**src/rtl/core/hbk_pkg.sv**
```systemverilog
// Shared types, constants and key translation table for the HID boot keyboard decoder.
package hbk_pkg;

	localparam int unsigned KEY_SLOTS_DEF = 6;

	localparam logic [7:0] MOD_CTRL_MASK  = 8'h11;
	localparam logic [7:0] MOD_SHIFT_MASK = 8'h22;

	localparam logic [7:0] KEY_RIGHT = 8'h4F;
	localparam logic [7:0] KEY_LEFT  = 8'h50;
	localparam logic [7:0] KEY_DOWN  = 8'h51;
	localparam logic [7:0] KEY_UP    = 8'h52;
	localparam logic [7:0] LETTER_A  = 8'h04;
	localparam logic [7:0] LETTER_Z  = 8'h1D;
	localparam logic [7:0] DIGIT_1   = 8'h1E;
	localparam logic [7:0] DIGIT_0   = 8'h27;

	localparam logic [6:0] CHAR_ESC     = 7'h1B;
	localparam logic [6:0] CHAR_BRACKET = 7'h5B;

	typedef enum logic [1:0] {
		ST_IDLE,
		ST_SCAN,
		ST_FLUSH
	} state_t;

	// Translation of one slot: byte count (0..3) and the byte at the asked index.
	typedef struct packed {
		logic [1:0] n;
		logic [6:0] code;
	} xlate_t;

	// Sequencer controls for one cycle.
	typedef struct packed {
		logic take;
		logic push;
		logic step;
		logic adv;
		logic out_ld;
		logic out_last;
		logic done;
	} seq_ctl_t;

	// ASCII for a usage ID; zero where the key gives nothing.
	function automatic logic [6:0] key_char(input logic [7:0] key, input logic shift);
		logic [6:0] c;
		c = 7'd0;
		if (key >= LETTER_A && key <= LETTER_Z) begin
			c = (shift ? 7'h41 : 7'h61) + 7'(key - LETTER_A);
		end else if (key >= DIGIT_1 && key < DIGIT_0 && !shift) begin
			c = 7'h31 + 7'(key - DIGIT_1);
		end else begin
			case (key)
				8'h1E: c = 7'h21;
				8'h1F: c = 7'h40;
				8'h20: c = 7'h23;
				8'h21: c = 7'h24;
				8'h22: c = 7'h25;
				8'h23: c = 7'h5E;
				8'h24: c = 7'h26;
				8'h25: c = 7'h2A;
				8'h26: c = 7'h28;
				8'h27: c = shift ? 7'h29 : 7'h30;
				8'h28: c = 7'd13;
				8'h29: c = 7'h1B;
				8'h2A: c = shift ? 7'd8 : 7'd127;
				8'h2B: c = 7'd9;
				8'h2C: c = 7'h20;
				8'h2D: c = shift ? 7'h5F : 7'h2D;
				8'h2E: c = shift ? 7'h2B : 7'h3D;
				8'h2F: c = shift ? 7'h7B : 7'h5B;
				8'h30: c = shift ? 7'h7D : 7'h5D;
				8'h31: c = shift ? 7'h7C : 7'h5C;
				8'h33: c = shift ? 7'h3A : 7'h3B;
				8'h34: c = shift ? 7'h22 : 7'h27;
				8'h35: c = shift ? 7'h7E : 7'h60;
				8'h36: c = shift ? 7'h3C : 7'h2C;
				8'h37: c = shift ? 7'h3E : 7'h2E;
				8'h38: c = shift ? 7'h3F : 7'h2F;
				default: c = 7'd0;
			endcase
		end
		return c;
	endfunction

endpackage

```
**src/rtl/core/hbk_xlate.sv**
```systemverilog
// Shared translation unit: one key slot to its byte count and the byte at a given index.
module hbk_xlate (
	input  logic [7:0]    key,
	input  logic          held,
	input  logic          ctrl,
	input  logic          shift,
	input  logic [1:0]    sub,
	output hbk_pkg::xlate_t res
);
	import hbk_pkg::*;

	logic       arrow;
	logic [6:0] arrow_ch;
	logic [6:0] ch;

	always_comb begin
		arrow    = 1'b1;
		arrow_ch = 7'h43;
		case (key)
			KEY_RIGHT: arrow_ch = 7'h43;
			KEY_LEFT:  arrow_ch = 7'h44;
			KEY_DOWN:  arrow_ch = 7'h42;
			KEY_UP:    arrow_ch = 7'h41;
			default:   arrow = 1'b0;
		endcase
	end

	// Ctrl maps letters to control codes, otherwise fall back to the table
	always_comb begin
		if (ctrl && key >= LETTER_A && key <= LETTER_Z) begin
			ch = 7'(key - LETTER_A) + 7'd1;
		end else begin
			ch = key_char(key, shift);
		end
	end

	always_comb begin
		res.n    = 2'd0;
		res.code = ch;
		if (key != 8'd0 && !held) begin
			if (arrow) begin
				res.n = 2'd3;
			end else if (ch != 7'd0) begin
				res.n = 2'd1;
			end
		end
		if (arrow) begin
			case (sub)
				2'd0:    res.code = CHAR_ESC;
				2'd1:    res.code = CHAR_BRACKET;
				default: res.code = arrow_ch;
			endcase
		end
	end

endmodule

```
**src/rtl/core/hid_boot_keyboard_to_ascii_top.sv**
```systemverilog
// Top level of the HID boot keyboard report to ASCII decoder.
//
//   channel  dir  handshake          payload
//   s_*      in   s_tvalid/s_tready  s_tdata: modifier, key_0..key_N-1, report_len
//   m_*      out  m_tvalid/m_tready  m_tdata: char_code (pad bit 7), m_tlast: last
//
// A full report is accepted, then the one translation unit is stepped through
// the key slots: a slot that gives no byte is passed over, each emitted byte
// (at most 3 per slot) is pushed in turn, and a flush step ends the scan. A
// short report is taken and dropped without leaving idle.
// s_tready is high only while the sequencer is idle.
// The last byte of a report is held in a pending register until the scan ends,
// so its last flag is known; a stalled m_tready stalls the scan.
// arst_n clears the previous-key store, the sequencer and the valid flags.
module hid_boot_keyboard_to_ascii_top #(
	parameter int unsigned KEY_SLOTS = hbk_pkg::KEY_SLOTS_DEF
) (
	input  logic                       clk,
	input  logic                       arst_n,
	input  logic                       s_tvalid,
	output logic                       s_tready,
	// modifier [7:0], key_i [8*i+15:8*i+8], report_len at the top byte
	input  logic [8*(KEY_SLOTS+2)-1:0] s_tdata,
	output logic                       m_tvalid,
	input  logic                       m_tready,
	// char_code [6:0], zero [7]
	output logic [7:0]                 m_tdata,
	output logic                       m_tlast
);
	import hbk_pkg::*;

	localparam int unsigned IDX_W   = (KEY_SLOTS > 1) ? $clog2(KEY_SLOTS) : 1;
	localparam logic [7:0]  RPT_MIN = 8'(KEY_SLOTS + 2);

	state_t          state_q, state_d;
	seq_ctl_t        ctl;
	logic [IDX_W-1:0] slot_q;
	logic [1:0]      sub_q;
	logic            ctrl_q, shift_q;
	logic [7:0]      keys_q [KEY_SLOTS];
	logic [7:0]      prev_q [KEY_SLOTS];
	logic [6:0]      pend_q;
	logic            pend_vld_q;
	logic [6:0]      out_code_q;
	logic            out_last_q;
	logic            out_vld_q;

	logic [7:0]      rpt_len;
	logic [7:0]      rpt_mod;
	logic [7:0]      cur_key;
	logic            held;
	logic            has_byte;
	logic            last_slot;
	logic            out_free;
	xlate_t          xl;

	assign rpt_mod   = s_tdata[7:0];
	assign rpt_len   = s_tdata[8*(KEY_SLOTS+1) +: 8];
	assign cur_key   = keys_q[slot_q];
	assign last_slot = (slot_q == IDX_W'(KEY_SLOTS - 1));
	assign out_free  = !out_vld_q || m_tready;
	assign has_byte  = (sub_q < xl.n);

	// Key seen in the previous report: compare against every stored slot at once
	always_comb begin
		held = 1'b0;
		for (int j = 0; j < KEY_SLOTS; j++) begin
			if (prev_q[j] == cur_key) begin
				held = 1'b1;
			end
		end
	end

	hbk_xlate u_xlate (
		.key   (cur_key),
		.held  (held),
		.ctrl  (ctrl_q),
		.shift (shift_q),
		.sub   (sub_q),
		.res   (xl)
	);

	// Sequencer controls
	always_comb begin
		ctl = '0;
		case (state_q)
			ST_IDLE: begin
				ctl.take = s_tvalid && (rpt_len >= RPT_MIN);
			end
			ST_SCAN: begin
				if (has_byte) begin
					// hold the scan while the pending byte cannot move out
					if (!pend_vld_q || out_free) begin
						ctl.push   = 1'b1;
						ctl.out_ld = pend_vld_q;
						if (sub_q == xl.n - 2'd1) begin
							ctl.adv = 1'b1;
						end else begin
							ctl.step = 1'b1;
						end
					end
				end else begin
					ctl.adv = 1'b1;
				end
			end
			ST_FLUSH: begin
				if (!pend_vld_q) begin
					ctl.done = 1'b1;
				end else if (out_free) begin
					ctl.out_ld   = 1'b1;
					ctl.out_last = 1'b1;
					ctl.done     = 1'b1;
				end
			end
			default: ctl = '0;
		endcase
	end

	// Next state
	always_comb begin
		state_d = state_q;
		case (state_q)
			ST_IDLE:  if (ctl.take) state_d = ST_SCAN;
			ST_SCAN:  if (ctl.adv && last_slot) state_d = ST_FLUSH;
			ST_FLUSH: if (ctl.done) state_d = ST_IDLE;
			default:  state_d = ST_IDLE;
		endcase
	end

	assign s_tready = (state_q == ST_IDLE);

	always_ff @(posedge clk or negedge arst_n) begin
		if (!arst_n) begin
			state_q    <= ST_IDLE;
			pend_vld_q <= 1'b0;
			out_vld_q  <= 1'b0;
			for (int j = 0; j < KEY_SLOTS; j++) begin
				prev_q[j] <= 8'd0;
			end
		end else begin
			state_q <= state_d;
			if (ctl.push) begin
				pend_vld_q <= 1'b1;
			end else if (ctl.out_ld) begin
				pend_vld_q <= 1'b0;
			end
			if (ctl.out_ld) begin
				out_vld_q <= 1'b1;
			end else if (m_tready) begin
				out_vld_q <= 1'b0;
			end
			// commit this report as the new reference at the end of the scan
			if (ctl.done) begin
				prev_q <= keys_q;
			end
		end
	end

	// Payload and slot counters
	always_ff @(posedge clk) begin
		if (ctl.take) begin
			for (int i = 0; i < KEY_SLOTS; i++) begin
				keys_q[i] <= s_tdata[8*(i+1) +: 8];
			end
			ctrl_q  <= (rpt_mod & MOD_CTRL_MASK) != 8'd0;
			shift_q <= (rpt_mod & MOD_SHIFT_MASK) != 8'd0;
			slot_q  <= '0;
			sub_q   <= 2'd0;
		end
		if (ctl.step) begin
			sub_q <= sub_q + 2'd1;
		end
		if (ctl.adv) begin
			sub_q <= 2'd0;
			if (!last_slot) begin
				slot_q <= slot_q + IDX_W'(1);
			end
		end
		if (ctl.push) begin
			pend_q <= xl.code;
		end
		if (ctl.out_ld) begin
			out_code_q <= pend_q;
			out_last_q <= ctl.out_last;
		end
	end

	assign m_tvalid = out_vld_q;
	assign m_tdata  = {1'b0, out_code_q};
	assign m_tlast  = out_last_q;

endmodule

```
**config.mk**
```make
export PLATFORM = sky130hd
export DESIGN_NAME = hid_boot_keyboard_to_ascii_top
export DESIGN_NICKNAME = d
export VERILOG_FILES = /design/src/rtl/core/hbk_pkg.sv /design/src/rtl/core/hbk_xlate.sv /design/src/rtl/core/hid_boot_keyboard_to_ascii_top.sv
export SDC_FILE = /design/constraint.sdc
export NUM_CORES = 1
export LEC_CHECK = 0
export ABC_CLOCK_PERIOD_IN_PS = 6400
export BUFFER_PORTS_ARGS = -buffer_cell sky130_fd_sc_hd__buf_2
export CAP_MARGIN = 20
export CORE_MARGIN = 8
export CORE_UTILIZATION = 50
export CTS_BUF_LIST = sky130_fd_sc_hd__clkbuf_8
export CTS_CLUSTER_SIZE = 24
export DETAILED_ROUTE_END_ITERATION = 12
export GPL_ROUTABILITY_DRIVEN = 0
export MAX_ROUTING_LAYER = met4
export PLACE_DENSITY_LB_ADDON = 0.08
export SLEW_MARGIN = 10
export SYNTH_ARGS = -nofsm -noshare
export SYNTH_HDL_FRONTEND = slang
export SYNTH_HIERARCHICAL = 1
export SYNTH_SLANG_ARGS = --single-unit
export TNS_END_PERCENT = 1
```
**constraint.sdc**
```tcl
create_clock -name clk -period 6.4 [get_ports clk]
set_input_delay 1.28 -clock clk [delete_from_list [all_inputs] [get_ports clk]]
set_output_delay 1.28 -clock clk [all_outputs]
set_load 0.01 [all_outputs]
```
==> impl_metrics.py, run 1 <==
metrics = {
    "setup_path": {
        "cp_slowest_cell": "mux4_2",
        "path_cells": "buf_4, mux4_2, and2_4, or2_4, o31ai_1, nand2_1, ha_1, inv_1, o31a_2, o21ai_0, o211a_1, o21ba_1, nand4_1, o41a_1, xnor2_1, xnor2_1, a311oi_1, nor2b_1, nor2b_1, mux2_1, o21ai_1",
        "path_buf_inv": 2,
        "crit_required_ns": 6.77,
        "worstPathMaxFanout": 17,
        "critPathKind": "register to register",
        "critPathTopFamily": "compound AO/OA/AOI/OAI gates",
        "cp.arrival_ns": 6.33,
        "crit_path_start_kind": "register",
        "end_kind": "register",
        "max_stage_delay_ns": 0.58,
    },
    "cts": {
        "path_clk_slew_ns": 0.07,
        "cts_tree": "yes",
        "clk_latency_ns": 0.45,
        "cts-buffers-inserted": 17,
        "clock_path_buffers": 2,
        "cts.sinks": 122,
        "h-tree-depth": 4,
        "cts_root_buf": "clkbuf_8",
        "post_cts_buffers": 0,
    },
    "cells_and_area": {
        "diodes": 0,
        "nNetsFinal": 845,
        "design_area_sq_um": 8780,
        "n_fill_cell": 1318,
        "syn2layout_area_growth_pct": 12.1,
        "drive_above_1_share_pct": 28.4,
    },
    "run_status": {
        "outcome": "finished clean",
    },
    "synthesis": {
        "synth_top_family_by_area": "multiplexers",
        "yosysTopAreaCellShare_pct": 24.9,
        "synth-async-reset-ratio_pct": 42.6,
        "synthXorXnorAreaFrac_pct": 7.05,
        "synthFlopType": "edfxtp_1",
        "yosys-top-cells-area": "edfxtp_1 (25%), dfrtp_1 (17%), mux2_2 (7.9%), mux2i_1 (4.2%), xnor2_1 (3.8%)",
        "ys_seq_area_share_pct": 42.8,
        "synth_compound_area_share_pct": 13.6,
        "synthAdderAreaFrac_pct": 3.04,
        "synth_cells": 692,
        "synth-simple-area-share_pct": 13.3,
        "yosys.area.top_type": "edfxtp_1",
        "ys_types": 99,
        "yosysWarnings": 6,
        "yosys-mux-area-fraction_pct": 15.7,
        "synth_edf_count": 65,
        "ys_seq_elements": 122,
        "synth_fp_nets": 779,
        "syn_area_per_cell_sq_um": 11.3,
        "syn_area_sq_um": 7830,
    },
    "power": {
        "power_density_nw_per_um2": 576,
        "cellLeakagePower_nw": 3.35,
        "vdd_ir_drop_max_v": 0.000216,
    },
    "placed_design": {
        "dp_slack_ns": 0.392,
        "place_area_sq_um": 8350,
        "dp_hpwl_microns": 13700,
        "io_buffers": 70,
    },
    "route": {
        "vias": 5786,
        "ant_nets": 0,
        "wl_per_cell_microns": 19.1,
        "dr.first_iter.drc_count": 456,
        "drc_errors": 0,
        "wirelength_microns": 18800,
        "firstDrtPassIters": 6,
        "drt-vias-per-instance": 5.89,
    },
    "floorplanning": {
        "die_h_microns": 141,
        "fp.coreArea_sq_um": 15300,
        "die_w_microns": 141,
        "boundaryPins": 79,
        "initial_utilization_pct": 51.3,
        "die_area_sq_um": 19900,
        "rows": 45,
    },
    "sta": {
        "setup_violations": 0,
        "tns_ns": 0,
        "fmax_mhz": 168,
        "whs_ns": 0.420,
        "maxSlewViolCount": 0,
        "rsz0062_at_grt": "no",
        "setup_ws_ns": 0.441,
        "fin_skew_ns": 0.0159,
        "tightest_slew_ns": 0.715,
        "report.final.hold_viol_count": 0,
        "fin_crit_ns": 5.96,
        "period_share_pct": 93.1,
        "maxSlewHeadroom_pct": 52.2,
    },
    "run": {
        "cap_violations": 0,
    },
    "global_routing": {
        "use_met1_pct": 23.2,
        "grtUsageTotal_pct": 19.9,
        "grt-ovfl-total": 0,
        "antenna_found_initial": 0,
        "grt-busiest-layer": "met2",
        "grtUsageMet2_pct": 33.9,
        "grt_max_degree": 55,
        "grt_first_pass_wirelength_microns": 30600,
        "grt_pass1_vias": 5939,
        "grtUsageMet3_pct": 4.02,
    },
    "worst_hold_path": {
        "hp-class": "register to register",
    },
}
-- power by group --
| part | leakage (nW) | total (W) | internal, W | switching, W |
|---|---|---|---|---|
| Sequential | 1.26 | 0.00148 | 0.00118 | 0.000295 |
| Clock | 0.220 | 0.000749 | 0.000430 | 0.000319 |
| Combinational | 1.86 | 0.00283 | 0.00124 | 0.00159 |
| Total | 3.35 | 0.00506 | 0.00285 | 0.00220 |
-- kinds of logic (layout without fill, tap and decap cells) --
| kind of cell | count (synthesis) | in the layout |
|---|---|---|
| AO/OA/AOI/OAI | 144 | 144 |
| XOR/XNOR | 63 | 63 |
| adder cells (fa/ha/maj) | 19 | 19 |
| buffers and inverters | 63 | 142 |
| flip-flops | 122 | 122 |
| multiplexers | 102 | 102 |
| other | 1 | 1 |
| AND/OR/NAND/NOR | 178 | 178 |
-- state kept, by name (all words and copies together), names as in the netlist --
register,cells
out_code_q,7
slot_q,3
state_q,2
ctrl_q,1
pend_q,7
keys_q,48
m_tvalid,1
pend_vld_q,1
prev_q,48
shift_q,1
m_tlast,1
sub_q,2
-- placed cells by master, fill, tap and decap left out, drive strengths merged, types with 8 or more instances in the layout --
| cell type | instances |
|---|---|
| clkbuf | 18 |
| inv | 25 |
| nor2b | 12 |
| or3 | 11 |
| nand2 | 34 |
| xor2 | 29 |
| ha | 19 |
| mux2i | 37 |
| buf | 87 |
| nor3b | 13 |
| a31oi | 14 |
| nor3 | 20 |
| o21ai | 39 |
| nor2 | 24 |
| dfrtp | 52 |
| mux2 | 57 |
| xnor2 | 34 |
| nand3 | 11 |
| edfxtp | 65 |
| a21oi | 26 |
| mux4 | 8 |
-- worst reg2reg max path, stage by stage (launching register included) --
cell and delay (ns):
dfxtp_4 0.49, buf_4 0.35, mux4_2 0.58, and2_4 0.18, or2_4 0.29, o31ai_1 0.45
nand2_1 0.17, ha_1 0.31, inv_1 0.06, o31a_2 0.35, o21ai_0 0.24, o211a_1 0.19
o21ba_1 0.12, nand4_1 0.09, o41a_1 0.48, xnor2_1 0.23, xnor2_1 0.20, a311oi_1 0.16
nor2b_1 0.32, nor2b_1 0.20, mux2_1 0.33, o21ai_1 0.11
-- final timing paths --
| check | start | end | slack, ns | depth (start not counted) |
|---|---|---|---|---|
| setup / recovery | slot_q[0] | slot_q[2] | 0.44 | 21 |
| hold reg to reg | pend_q[6] | out_code_q[6] | 0.42 | 0 |
| hold / removal | pend_q[6] | out_code_q[6] | 0.42 | 0 |
| min in group asynchronous | arst_n | m_tvalid | 0.96 | 2 |
| setup reg to reg | slot_q[0] | slot_q[2] | 0.44 | 21 |
| max in group asynchronous | arst_n | prev_q[41] | 4.96 | 2 |
-- timing repair --
item                                    4_1_cts  5_1_grt
endpoints found under the setup margin        0        1
hold buffers                                  0        0
gates resized for setup                       0        2
-- synthesized netlist by cell type, drive strengths merged (6+ instances only) --
cell,number
edfxtp,65
mux2,57
dfrtp,52
o21ai,39
mux2i,37
nand2,34
xnor2,34
xor2,29
a21oi,26
nor2,24
clkbuf,22
inv,22
nor3,20
ha,19
buf,18
a31oi,14
nor3b,13
nor2b,12
nand3,11
or3,11
mux4,8
nand4,6
nor4,6
or2,6
-- layer usage --
layer  share of wire [%]  up-vias
li1                    -     2726
met5                   0        -
met1                  44     2837
met4                 1.8        0
met3                 4.2       30
met2                  50      193
-- through the flow --
stage,power (W),instances,utilization [%]
4_1_cts,0.00505,982,57.5
3_5_place_dp,0.00427,950,54.7
5_1_grt,0.00540,982,57.5
2_1_floorplan,0.00363,692,-
3_3_place_gp,0.00418,949,54.6
6_report,0.00506,982,57.5
-- layout make-up --
type	count	area [sq um]	share of cell area (%)
well taps	211	264	3.01
repair buffers	87	490	5.59
clock buffers	18	248	2.82
multi-input cells	507	4150	47.3
clock inverters	14	179	2.04
inverters	23	86.3	0.983
flip-flops and latches	122	3360	38.2
Power figures use the tool's default switching activity.
==> run 2, diff against run 1 <==
--- a/config.mk
+++ b/config.mk
@@ -12,3 +12,2 @@
 export CORE_UTILIZATION = 50
-export CTS_BUF_LIST = sky130_fd_sc_hd__clkbuf_8
 export CTS_CLUSTER_SIZE = 24
==> constraint.sdc (replaced) <==
create_clock -name clk -period 6.4 [get_ports clk]
set_input_delay 0.32 -clock clk [delete_from_list [all_inputs] [get_ports clk]]
set_output_delay 0.32 -clock clk [all_outputs]
set_load 0.01 [all_outputs]
==> run 2 against run 1 <==
Clock-buffer cell count increased by 3; first-iteration DRC count decreased by 2.4%; cell count unchanged; sequential share of layout area decreased by 0.64 points; register-to-register slack better by 0.06 ns; clock power up 25%; critical path depth is 1 lower; critical endpoint unchanged; largest power group unchanged.
==> impl_metrics.py, run 2 (synthesized netlist as in run 1, its figures left out) <==
metrics = {
    "power": {
        "vdd_ir_drop_max_v": 0.000284,
        "power_density_nw_per_um2": 586,
        "power_w": 0.00523,
        "cellLeakagePower_nw": 3.40,
    },
    "worst_hold_path": {
        "hp-class": "input port to async pin",
    },
    "sta": {
        "fin_skew_ns": 0.0119,
        "setup_violations": 0,
        "rsz0062_at_grt": "no",
        "report.final.hold_viol_count": 0,
        "period_share_pct": 92.1,
        "tns_ns": 0,
        "fmax_mhz": 170,
        "maxSlewHeadroom_pct": 46.4,
        "tightest_slew_ns": 0.802,
        "maxSlewViolCount": 0,
        "fin_crit_ns": 5.89,
    },
    "cts": {
        "clk_latency_ns": 0.43,
        "cts_hold_buf": 0,
        "path_clk_slew_ns": 0.06,
        "cts-buffers-inserted": 17,
        "clock_path_buffers": 2,
        "h-tree-depth": 4,
        "cts.sinks": 122,
        "cts_root_buf": "clkbuf_16",
        "cts_tree": "yes",
    },
    "route": {
        "ant_nets": 0,
        "firstDrtPassIters": 6,
        "drc_errors": 0,
        "drt-vias-per-instance": 5.92,
        "vias": 5816,
        "dr.first_iter.drc_count": 445,
        "wl_per_cell_microns": 19.3,
        "wirelength_microns": 19000,
    },
    "cells_and_area": {
        "n_fill_cell": 1273,
        "nNetsFinal": 845,
        "diodes": 0,
        "top_regs": "keys_q x48, prev_q x48",
        "seqCellArea_sq_um": 3350,
        "design_area_sq_um": 8920,
        "drive_above_1_share_pct": 28.7,
        "postLayoutCoreUtil_pct": 58.5,
        "multiInputGateArea_sq_um": 4160,
        "final_cell_mix": "buf_2 (70), edfxtp_1 (65), mux2_2 (55)",
        "final_common_cell": "buf_2",
        "finalNonFillerCells": 982,
        "syn2layout_area_growth_pct": 14.0,
    },
    "setup_path": {
        "crit_required_ns": 6.76,
        "end_kind": "register",
        "crit_path_start_kind": "register",
        "worstPathMaxFanout": 17,
        "cp.arrival_ns": 6.26,
        "critPathKind": "register to register",
    },
    "floorplanning": {
        "rows": 45,
        "fp.coreArea_sq_um": 15300,
        "initial_utilization_pct": 51.3,
        "die_area_sq_um": 19900,
        "die_h_microns": 141,
        "die_w_microns": 141,
        "boundaryPins": 79,
    },
    "global_routing": {
        "grt-ovfl-total": 0,
        "antenna_found_initial": 0,
        "grtUsageTotal_pct": 20.3,
        "grt_first_pass_wirelength_microns": 30900,
        "grt_pass1_vias": 5974,
        "grt_max_degree": 55,
    },
    "run": {
        "cap_violations": 0,
    },
    "placed_design": {
        "dp.cells": 950,
        "io_buffers": 70,
        "dp_hpwl_microns": 13700,
        "place_area_sq_um": 8330,
    },
    "run_status": {
        "outcome": "finished clean",
    },
}
## run 2: cell types whose count changed in the layout (fill, tap and decap cells not counted), sizes merged
| cell | change |
|---|---|
| clkbuf | +3 |
| inv | -2 |
| clkinv | +1 |
| bufinv | -2 |
## run 2: layout make-up
class                           count  share of cell area [%]
Clock inverter                     11                    1.36
Timing Repair Buffer               87                    5.40
Clock buffer                       21                    5.05
Tap cell                          211                    2.96
Multi-Input combinational cell    507                    46.7
Inverter                           23                   0.968
Sequential cell                   122                    37.6
## run 2: metrics by stage
stage                     worst slack, ns  hold WS, ns
after floorplan                     0.811       0.0244
after global placement              0.652        0.405
after detailed placement            0.452        0.405
after CTS                           0.371       0.0490
after global routing               0.0562       0.0472
final                               0.506       0.0167
## run 2: path summary, 6_finish.rpt
check,slack (ns),end,cells past startpoint,startpoint
min,0.02,m_tvalid,2,arst_n
min in group clk,0.07,keys_q[13],1,s_tdata[45]
max in group asynchronous,5.88,prev_q[41],2,arst_n
max,0.51,slot_q[2],20,slot_q[0]
min reg2reg,0.42,out_code_q[3],0,pend_q[3]
max reg2reg,0.51,slot_q[2],20,slot_q[0]
## run 2: metal layers
layer	track usage [%]	vias to the layer above	share of wire, %
li1	-	2733	-
met4	7.01	0	2.2
met3	4.69	34	4.1
met5	-	-	0
met2	34.1	155	51
met1	23.4	2894	43
## run 2: report_power, final
group | total (W) | switching (W) | leakage (nW) | internal, W
Clock | 0.000938 | 0.000356 | 0.279 | 0.000582
Sequential | 0.00148 | 0.000294 | 1.26 | 0.00118
Combinational | 0.00282 | 0.00158 | 1.86 | 0.00124
Total | 0.00523 | 0.00223 | 3.40 | 0.00300
## run 2: what timing repair did
action	CTS	global route
endpoints found under the setup margin	0	2
setup buffers	0	0
resized for setup	0	4
## run 2: worst max-delay path, stage by stage (launching register included)
cell      delay (ns)
dfxtp_2         0.61
buf_6           0.31
mux4_2          0.56
and2_4          0.18
or2_4           0.29
inv_1           0.13
ha_1            0.39
nand2_1         0.34
o31a_2          0.43
o21ai_0         0.26
o211a_1         0.20
o21ba_1         0.11
nand4_1         0.09
o41a_1          0.47
xnor2_1         0.16
xnor2_1         0.22
a311oi_1        0.15
nor2b_1         0.29
nor2b_1         0.19
mux2_1          0.32
o21ai_1         0.12
